**src/hw/rtl/cpa_pkg.sv**
```systemverilog
// ----------------------------------------------------------------------------
// cpa_pkg
// Shared types and constants of the contiguous page allocator.
// ----------------------------------------------------------------------------
package cpa_pkg;

    localparam int CNT_W   = 11;
    localparam int FRAME_W = 20;

    localparam logic [CNT_W-1:0]   POOL_RESET = 11'd1024;
    localparam logic [FRAME_W-1:0] BASE_RESET = 20'd0;

    localparam logic CFG_POOL_PAGES = 1'b0;
    localparam logic CFG_BASE_FRAME = 1'b1;

    localparam logic MODE_ALLOC = 1'b0;
    localparam logic MODE_FREE  = 1'b1;

    typedef struct packed {
        logic used;
        logic linked;
    } page_t;

    typedef enum logic [4:0] {
        ST_IDLE = 5'b00001,
        ST_SCAN = 5'b00010,
        ST_MARK = 5'b00100,
        ST_WALK = 5'b01000,
        ST_DONE = 5'b10000
    } state_t;

endpackage

```
**src/hw/rtl/cpa_cell.sv**
```systemverilog
// ----------------------------------------------------------------------------
// cpa_cell
// One page entry of the rotating page ring: used and link bits.
// ----------------------------------------------------------------------------
module cpa_cell
    import cpa_pkg::*;
(
    input  logic  clk,
    input  logic  rst_n,
    input  logic  shift,
    input  page_t d,
    output page_t q
);

    page_t page_reg;

    always_ff @(posedge clk or negedge rst_n)
    begin
        if (!rst_n)
        begin
            page_reg <= '0;
        end
        else if (shift)
        begin
            page_reg <= d;
        end
    end

    assign q = page_reg;

endmodule

```
**src/hw/rtl/contiguous_page_allocator_unit.sv**
```systemverilog
// ----------------------------------------------------------------------------
// contiguous_page_allocator_unit
// First-fit contiguous page allocator over a ring of page cells.
//
// channel  dir  handshake          content
// s_axis   in   tvalid/tready      tdata: page_count, free_frame; tuser: mode
// m_axis   out  tvalid/tready      tdata: ok, run_frame, released
// cfg      in   cfg_we             cfg_index, cfg_data
//
// the page ring rotates one page per cycle past a single head position while a pass runs
// allocate: a search pass over the whole ring, plus a marking pass over the
// whole ring when a run fits; free: one walk pass over the whole ring
// zero count or out-of-pool free: no pass, straight to the done state, then the result
// reset clears all page bits at once, no clearing pass
// one item at a time; a finished result waits in the output register
// ----------------------------------------------------------------------------
module contiguous_page_allocator_unit
    import cpa_pkg::*;
#(
    parameter int MAX_PAGES = 1024
)
(
    input  logic        clk,
    input  logic        rst_n,
    input  logic        s_tvalid,
    output logic        s_tready,
    input  logic [31:0] s_tdata,   // page_count[10:0], free_frame[30:11], zero
    input  logic        s_tuser,   // mode
    output logic        m_tvalid,
    input  logic        m_tready,
    output logic [31:0] m_tdata,   // ok[0], run_frame[20:1], released[31:21]
    input  logic        cfg_we,
    input  logic        cfg_index,
    input  logic [19:0] cfg_data
);

    localparam int IW = (MAX_PAGES > 1) ? $clog2(MAX_PAGES) : 1;
    localparam int SW = $clog2(MAX_PAGES + 1);
    localparam logic [IW-1:0] LAST = IW'(MAX_PAGES - 1);

    logic [CNT_W-1:0]   pool_pages_reg;
    logic [FRAME_W-1:0] base_frame_reg;

    state_t state_reg, state_next;
    logic [IW-1:0] p_reg, p_next;
    logic [SW-1:0] run_reg, run_next;
    logic [SW-1:0] count_reg, count_next;
    logic [IW-1:0] first_reg, first_next;
    logic [IW-1:0] last_reg, last_next;
    logic [IW-1:0] page_reg, page_next;
    logic [CNT_W-1:0] want_reg, want_next;
    logic found_reg, found_next;
    logic walk_reg, walk_next;

    logic res_ok_reg, res_ok_next;
    logic [FRAME_W-1:0] res_frame_reg, res_frame_next;
    logic [CNT_W-1:0] res_rel_reg, res_rel_next;
    logic out_valid_reg, out_valid_next;
    logic [31:0] out_data_reg, out_data_next;

    logic [SW-1:0] n_pages;
    logic shift;
    page_t head, tail;
    page_t ring_q [MAX_PAGES];
    page_t ring_d [MAX_PAGES];
    logic [FRAME_W-1:0] free_page;
    logic [SW-1:0] run_inc;

    always_comb
    begin
        if (32'(pool_pages_reg) > 32'(MAX_PAGES))
        begin
            n_pages = SW'(MAX_PAGES);
        end
        else
        begin
            n_pages = SW'(pool_pages_reg);
        end
    end

    always_ff @(posedge clk or negedge rst_n)
    begin
        if (!rst_n)
        begin
            pool_pages_reg <= POOL_RESET;
            base_frame_reg <= BASE_RESET;
        end
        else if (cfg_we)
        begin
            unique case (cfg_index)
                CFG_POOL_PAGES: pool_pages_reg <= cfg_data[CNT_W-1:0];
                CFG_BASE_FRAME: base_frame_reg <= cfg_data;
                default: ;
            endcase
        end
    end

    assign shift = (state_reg == ST_SCAN) || (state_reg == ST_MARK) ||
                   (state_reg == ST_WALK);
    assign head  = ring_q[0];

    genvar gi;
    generate
        for (gi = 0; gi < MAX_PAGES; gi++)
        begin : g_ring
            if (gi == MAX_PAGES - 1)
            begin : g_tail
                assign ring_d[gi] = tail;
            end
            else
            begin : g_mid
                assign ring_d[gi] = ring_q[gi+1];
            end
            cpa_cell u_cell (
                .clk   (clk),
                .rst_n (rst_n),
                .shift (shift),
                .d     (ring_d[gi]),
                .q     (ring_q[gi])
            );
        end
    endgenerate

    assign free_page = s_tdata[30:11] - base_frame_reg;
    assign run_inc   = run_reg + SW'(1);

    always_comb
    begin
        state_next     = state_reg;
        p_next         = p_reg;
        run_next       = run_reg;
        count_next     = count_reg;
        first_next     = first_reg;
        last_next      = last_reg;
        page_next      = page_reg;
        want_next      = want_reg;
        found_next     = found_reg;
        walk_next      = walk_reg;
        res_ok_next    = res_ok_reg;
        res_frame_next = res_frame_reg;
        res_rel_next   = res_rel_reg;
        out_valid_next = out_valid_reg;
        out_data_next  = out_data_reg;
        tail           = head;

        if (out_valid_reg && m_tready)
        begin
            out_valid_next = 1'b0;
        end

        unique case (state_reg)
            ST_IDLE:
            begin
                if (s_tvalid)
                begin
                    p_next         = '0;
                    run_next       = '0;
                    count_next     = '0;
                    found_next     = 1'b0;
                    walk_next      = 1'b0;
                    want_next      = s_tdata[10:0];
                    page_next      = IW'(free_page);
                    res_ok_next    = 1'b0;
                    res_frame_next = '0;
                    res_rel_next   = '0;
                    if (s_tuser == MODE_ALLOC)
                    begin
                        state_next = (s_tdata[10:0] == '0) ? ST_DONE : ST_SCAN;
                    end
                    else
                    begin
                        state_next = (32'(free_page) < 32'(n_pages)) ? ST_WALK : ST_DONE;
                    end
                end
            end
            ST_SCAN:
            begin
                if (32'(p_reg) < 32'(n_pages) && !found_reg)
                begin
                    if (head.used)
                    begin
                        run_next = '0;
                    end
                    else
                    begin
                        run_next = run_inc;
                        if (32'(run_inc) == 32'(want_reg))
                        begin
                            found_next = 1'b1;
                            first_next = IW'(32'(p_reg) + 32'd1 - 32'(want_reg));
                            last_next  = p_reg;
                        end
                    end
                end
                p_next = p_reg + IW'(1);
                if (p_reg == LAST)
                begin
                    p_next     = '0;
                    state_next = found_next ? ST_MARK : ST_DONE;
                end
            end
            ST_MARK:
            begin
                if (p_reg >= first_reg && p_reg <= last_reg)
                begin
                    tail.used   = 1'b1;
                    tail.linked = (p_reg != last_reg);
                end
                p_next = p_reg + IW'(1);
                if (p_reg == LAST)
                begin
                    p_next         = '0;
                    state_next     = ST_DONE;
                    res_ok_next    = 1'b1;
                    res_frame_next = FRAME_W'(32'(base_frame_reg) + 32'(first_reg));
                end
            end
            ST_WALK:
            begin
                if (p_reg == page_reg || walk_reg)
                begin
                    tail.used  = 1'b0;
                    count_next = count_reg + SW'(1);
                    walk_next  = head.linked && (32'(p_reg) + 32'd1 < 32'(n_pages));
                end
                p_next = p_reg + IW'(1);
                if (p_reg == LAST)
                begin
                    p_next       = '0;
                    state_next   = ST_DONE;
                    res_ok_next  = 1'b1;
                    res_rel_next = CNT_W'(32'(count_next));
                end
            end
            ST_DONE:
            begin
                if (!out_valid_reg || m_tready)
                begin
                    out_valid_next = 1'b1;
                    out_data_next  = {res_rel_reg, res_frame_reg, res_ok_reg};
                    state_next     = ST_IDLE;
                end
            end
            default:
            begin
                state_next = ST_IDLE;
            end
        endcase
    end

    always_ff @(posedge clk or negedge rst_n)
    begin
        if (!rst_n)
        begin
            state_reg     <= ST_IDLE;
            p_reg         <= '0;
            run_reg       <= '0;
            count_reg     <= '0;
            found_reg     <= 1'b0;
            walk_reg      <= 1'b0;
            out_valid_reg <= 1'b0;
        end
        else
        begin
            state_reg     <= state_next;
            p_reg         <= p_next;
            run_reg       <= run_next;
            count_reg     <= count_next;
            found_reg     <= found_next;
            walk_reg      <= walk_next;
            out_valid_reg <= out_valid_next;
        end
    end

    always_ff @(posedge clk)
    begin
        first_reg     <= first_next;
        last_reg      <= last_next;
        page_reg      <= page_next;
        want_reg      <= want_next;
        res_ok_reg    <= res_ok_next;
        res_frame_reg <= res_frame_next;
        res_rel_reg   <= res_rel_next;
        out_data_reg  <= out_data_next;
    end

    assign s_tready = (state_reg == ST_IDLE);
    assign m_tvalid = out_valid_reg;
    assign m_tdata  = out_data_reg;

    a_onehot_state: assert property (@(posedge clk) disable iff (!rst_n)
        $onehot(state_reg))
        else $error("state not one-hot");

    a_mark_needs_find: assert property (@(posedge clk) disable iff (!rst_n)
        state_reg == ST_MARK |-> found_reg)
        else $error("marking pass without a found run");

    a_walk_ends: assert property (@(posedge clk) disable iff (!rst_n)
        (state_reg == ST_WALK && p_reg == LAST) |=> state_reg == ST_DONE)
        else $error("walk pass did not end");

    a_count_bound: assert property (@(posedge clk) disable iff (!rst_n)
        state_reg == ST_WALK |-> 32'(count_reg) <= 32'(n_pages))
        else $error("released count beyond pool");

endmodule
```
**config.mk**
```make
export PLATFORM = sky130hd
export DESIGN_NAME = contiguous_page_allocator_unit
export DESIGN_NICKNAME = d
export VERILOG_FILES = /design/src/hw/rtl/cpa_pkg.sv /design/src/hw/rtl/cpa_cell.sv /design/src/hw/rtl/contiguous_page_allocator_unit.sv
export SDC_FILE = /design/constraint.sdc
export NUM_CORES = 2
export LEC_CHECK = 0
export ABC_AREA = 1
export CAP_MARGIN = 15
export CORE_ASPECT_RATIO = 1.4
export CORE_MARGIN = 10
export CORE_UTILIZATION = 45
export DETAILED_ROUTE_END_ITERATION = 6
export DONT_BUFFER_PORTS = 1
export PLACE_DENSITY = 0.71
export SKIP_LAST_GASP = 1
export SYNTH_ARGS = -nofsm -noshare
export SYNTH_HDL_FRONTEND = slang
export SYNTH_SLANG_ARGS = --single-unit
```
**constraint.sdc**
```tcl
create_clock -name clk -period 3.4 [get_ports clk]
set_input_delay 0.51 -clock clk [delete_from_list [all_inputs] [get_ports clk]]
set_output_delay 0.51 -clock clk [all_outputs]
set_load 0.01 [all_outputs]
```
Word level (Yosys, flattened, before mapping)
Cells that the tools add are included.

storage, ports and cells
  word-level logic and storage cells = 2,170
  output and inout port bits = 34
  register bits after elaboration = 2,224

cells by class
  equality and inequality tests = 17
  multiplexer cells = 41
  bitwise logic cells = 2
  order comparisons = 6
  reduce and logical (&&, ||, !) cells = 32
  $add $sub $neg = 7

operators with widths
  cell                     number
  $mux W11                 6
  $pmux W11 S2             3
  $mux W20                 2
  $mux W5                  8
  $pmux W20 S2             1
  $add A11 B1 Y11 const B  2
  $add A20 B10 Y20         1
  $lt A20 B11 Y1           1
  $mux W10                 2
  $pmux W10 S2             1
  $pmux W5 S4              1
  $sub A20 B20 Y20         1
  $reduce_and A3 Y1        5
  $reduce_and A2 Y1        7
  $mux W1                  12
  $ne A2 B1 Y1 const B     6
  $add A10 B1 Y11 const B  1
  $eq A11 B11 Y1           1
  $gt A11 B11 Y1 const B   1
  $logic_not A11 Y1        1
  $lt A10 B11 Y1           1
  $lt A11 B11 Y1           1
  $add A10 B1 Y10 const B  1
  $eq A10 B10 Y1           1
  21 further kinds         38

Logic depth before layout (Yosys ltp)
  depth in word-level cells = 9
  gate-level depth with buffers = 22
  mapped depth without buffers = 22

By module
A second synthesis with hierarchy kept.

second synthesis, totals
  cell total of the unflattened synthesis = 10,468
  area, all modules = 88,835.2 µm²

by module, submodules not included
  module                          sequential area each (µm²)  cells each  times used  area an instance (µm²)
  cpa_cell                        50.0                        9           1,024       76.3
  contiguous_page_allocator_unit  4,932.2                     1,252       1           10,680.2

Worst setup path before layout
OpenSTA, ideal clock, no wires.

  path type = reg-to-reg
  from = register p_reg[1]
  to = register res_frame_reg[0], enable pin
  path slack = -241 ps
  arrival = 3,210 ps
  cell stages (with the launch flop) = 10
  required time = 2,969 ps
  cell sequence = dfrtp_1 ha_1 nand2_1 nor2_1 nand4_1 nor2_1 nand3_1 a21oi_1 nand3_1 a221oi_1

on the way
  cells in the longest elaborated chain, start to end = 3

RTL lines
  what                         RTL line                               text
  start, declared              contiguous_page_allocator_unit.sv:45   logic [IW-1:0] p_reg, p_next;
  start signal, assigned       contiguous_page_allocator_unit.sv:266  p_reg <= p_next;
  $eq A10 B10 Y1               contiguous_page_allocator_unit.sv:210  if (p_reg == LAST)
  $ne A2 B1 Y1 (no line)       -
  $reduce_and A3 Y1 (no line)  -
  end signal, assigned         contiguous_page_allocator_unit.sv:282  res_frame_reg <= res_frame_next;
  end, declared                contiguous_page_allocator_unit.sv:56   logic [FRAME_W-1:0] res_frame_reg, res_frame_next;

No other way between the ends.
A chain may end at the register's enable or synchronous reset.

Worst setup path after layout
  from = register pool_pages_reg[9]
  to = register last_reg[2], enable pin

on the way
  cells in the longest elaborated chain, start to end = 5

RTL lines
  what                             RTL line                               text
  start, declared                  contiguous_page_allocator_unit.sv:41   logic [CNT_W-1:0] pool_pages_reg;
  start signal, assigned           contiguous_page_allocator_unit.sv:91   CFG_POOL_PAGES: pool_pages_reg <= cfg_data[CNT_W-1:0];
  $gt A11 B11 Y1                   contiguous_page_allocator_unit.sv:71   if (32'(pool_pages_reg) > 32'(MAX_PAGES))
  $mux W11 (*)                     contiguous_page_allocator_unit.sv:71
  $lt A10 B11 Y1 (*)               contiguous_page_allocator_unit.sv:178  if (32'(p_reg) < 32'(n_pages) && !found_reg)
  $logic_and A1 B1 Y1 (*)          contiguous_page_allocator_unit.sv:178
  $reduce_and A4 Y1 (no line) (*)  -
  end signal, assigned             contiguous_page_allocator_unit.sv:278  last_reg <= last_next;
  end, declared                    contiguous_page_allocator_unit.sv:49   logic [IW-1:0] last_reg, last_next;

Mark *: on every way between the ends. The rest lies on a longest branch, timed or not.

==> flow_summary.json <==
{
  "syn_avg_cell_area_um2": 8.88,
  "drt_first_pass_iters": 7,
  "largest_reg_flops": 2048,
  "yosysWarnings": 0,
  "cp.required_ns": 3.91,
  "synth-compound-area-share_pct": 1.33,
  "fmax_mhz": 317,
  "rsz0062_at_grt": "no",
  "io_pins": 93,
  "hold_slack_ns": -0.149,
  "finClkSkew_ns": 0.0560,
  "syn-num-nets": 10000,
  "slew_headroom_pct": 14.3,
  "maxSlewViolCount": 0,
  "yosys.area_share.simple_pct": 28.7,
  "ys_seq_area_share_pct": 63.9,
  "critPathLaunch": "pool_pages_reg[9]",
  "synthMuxAreaShare_pct": 0,
  "drc": 2,
  "cts-htree-levels": 4,
  "die-area_um2": 214000,
  "p_leak_nw": 55.0,
  "areaGrowthSynthToFinish_pct": 10.9,
  "portBuffers": 0,
  "syn_inst": 9897,
  "ys_types": 46,
  "cpMaxStageDelayCell": "dfrtp_1",
  "endpoint_kind": "register",
  "cellPowerDensity_nw_per_um2": 591,
  "nets": 9959,
  "worstSetupPathType": "register to register",
  "critical_path_arrival_ns": 3.66,
  "clockBufferDepth": 3,
  "cts_tree": "built",
  "hold_buffers": 40,
  "synth_top_family_by_area": "simple AND/OR/NAND/NOR gates",
  "num_vias": 59700,
  "final_cells": 12600,
  "timing.final.crit_share_pct": 92.6,
  "die_height_um": 543,
  "final_core_util_pct": 50.3,
  "grt_pass1_vias": 58600,
  "postCtsResizedCells": 0,
  "antenna_found_initial": 1,
  "ys_ff_latch": 2224,
  "worst_pin_slew_ns": 1.29,
  "hold_violations": 238,
  "regToRegStartpoint": "pool_pages_reg[9]",
  "power_mw": 57.6,
  "worstPathCellList": "nor2_1, nand3_1, o21bai_2, nand2_1, ha_1, a21oi_1, o21a_1, o21ai_0, a21oi_1, nand3_1, nor2_1, buf_4",
  "fin_crit_ns": 3.15,
  "synthXorXnorAreaFrac_pct": 0.379,
  "syn_area_um2": 87900,
  "cp_max_fo": 20,
  "drive_gt1_share_pct": 4.73,
  "vias_per_cell": 4.74,
  "slowest_delay_ns": 0.43,
  "cts_setup_buffers": 0,
  "peakVddDrop_mv": 0.507,
  "antenna_left": 0,
  "path_clk_slew_ns": 0.07,
  "numCtsBuffers": 200,
  "track_usage_pct": 14.4,
  "synthAdderAreaFrac_pct": 1.35,
  "initial_core_util_pct": 45.3,
  "violations": "design-rule violations, negative hold slack",
  "overflow": 0,
  "grt_max_degree": 288,
  "grt_pass1_wl_um": 273000,
  "place.detailed.hpwl_um": 88700,
  "cap_violations": 0,
  "outcome": "complete, but fails checks",
  "layout.cell_area.non_filler_um2": 97400,
  "min_path_type": "input pin to async pin",
  "coreArea_um2": 194000,
  "setup-violations-final": 0,
  "wl_per_cell_um": 12.2,
  "placed_cell_area_um2": 90000,
  "drt_iter0_drc": 4687,
  "placementRows": 191,
  "startpoint_type": "register",
  "clock_latency_ns": 0.85,
  "cts-root-buf": "clkbuf_16",
  "place_congestion": 0.871,
  "clock-sinks": 2224,
  "drt-total-wl_um": 154000,
  "die_x_um": 393,
  "fillers": 17200,
  "placedCellCount": 12200
}
[worst paths after layout]
kind | to | slack, ns | depth (start not counted)
max | last_reg[2] | 0.25 | 12
max reg2reg | last_reg[2] | 0.25 | 12
max in group asynchronous | g_ring[116].u_cell.q[0] | 0.74 | 6
min | g_ring[420].u_cell.q[1] | -0.15 | 3
min reg2reg | m_tdata[17] | 0.42 | 0
min in group clk | state_reg[3] | 0.12 | 6
[layer usage]
layer	vias to the layer above	track usage [%]	routed length, µm	part of all wire [%]
met3	272	2.31	4840	3.1
met2	712	24.3	74100	48
met5	-	0	0	0
met1	28900	19.2	71100	46
met4	0	4.28	3780	2.5
li1	29800	-	-	-
[logic make-up after synthesis]
family,count (synthesis)
AOI/OAI and AO/OA,214
xor gates and xnor gates,38
adders and majority gates,93
buffers and inverters,679
DFF,2224
and+or+nand+nor,6649
[worst max-delay path: cells and delay by family (launching register included)]
kind	cells	cell delay, ns
buf+inv	1	0.31
fa+ha+maj	1	0.35
flops	1	0.43
simple gates	5	0.75
compound gates	5	0.97
[cell type report]
class / instances / area [µm²] / share of cell area [%]
Antenna cell: 6 / 15.0 / 0.0154
Clock buffer: 296 / 5940 / 6.10
Clock inverter: 65 / 905 / 0.929
Inverter: 212 / 812 / 0.834
Multi-Input combinational cell: 6994 / 27900 / 28.7
Sequential cell: 2224 / 56200 / 57.7
Tap cell: 2605 / 3260 / 3.35
Timing Repair Buffer: 175 / 2370 / 2.43
[timing repair]
| item | CTS | global route |
|---|---|---|
| cloned | 2 | 1 |
| setup endpoints to repair | 244 | 141 |
| endpoints found under the hold margin | 399 | 238 |
[metrics by stage]
| stage | setup WS (ns) | TNS, ns |
|---|---|---|
| after global placement | -1.44 | -614.33 |
| final | 0.250 | 0 |
| after global routing | 0.0410 | 0 |
| after floorplan | 0.230 | 0 |
| after detailed placement | -1.55 | -677.40 |
| after CTS | 0.273 | 0 |
[cell usage after synthesis (all sizes together)]
cell type,n,share of area [%]
xor2,29,0.29
inv,212,0.91
nor3,18,0.14
nand3b,4,0.034
dfrtp,2117,60
dfstp,2,0.060
a31oi,2,0.014
nor2,112,0.50
o31ai,1,0.0085
a221oi,1,0.010
clkbuf,76,0.32
a211oi,3,0.026
buf,391,3.1
ha,90,1.3
or2,3,0.021
o2111ai,1,0.010
nand2,6414,27
a31o,1,0.010
fa,3,0.068
o21ai,87,0.50
a22oi,1,0.0085
o21a,6,0.051
a21oi,87,0.50
a21o,1,0.0085
edfxtp,105,3.6
o2111a,1,0.013
nor4,6,0.043
o32ai,1,0.010
o22ai,11,0.078
o21bai,5,0.047
a32o,1,0.011
nand3,70,0.40
xnor2,9,0.090
nand4,22,0.16
o211ai,4,0.034
[report_power, final]
| group | internal [mW] | switching, mW | total, mW |
|---|---|---|---|
| clock | 13.0 | 10.0 | 23.0 |
| combinational | 1.76 | 5.30 | 7.06 |
| sequential | 27.2 | 0.269 | 27.5 |
[layout by cell type (no fill, tap or decap), types with 13 or more instances in the layout]
| cell | netlist | final |
|---|---|---|
| nand3_1 | 70 | 70 |
| a21oi_1 | 87 | 87 |
| buf_4 | 3 | 71 |
| nor2_1 | 110 | 109 |
| dfrtp_1 | 2117 | 2117 |
| ha_1 | 90 | 90 |
| buf_16 | 0 | 13 |
| edfxtp_1 | 105 | 105 |
| xor2_1 | 29 | 29 |
| clkbuf_8 | 0 | 49 |
| clkbuf_16 | 0 | 205 |
| nand2_1 | 6413 | 6413 |
| buf_12 | 0 | 50 |
| nor3_1 | 15 | 15 |
| inv_1 | 210 | 210 |
| dlygate4sd3_1 | 0 | 37 |
| clkinv_2 | 0 | 34 |
| clkbuf_1 | 76 | 43 |
| o21ai_0 | 87 | 87 |
| nand4_1 | 22 | 22 |
(Power assumes the default switching activity.)
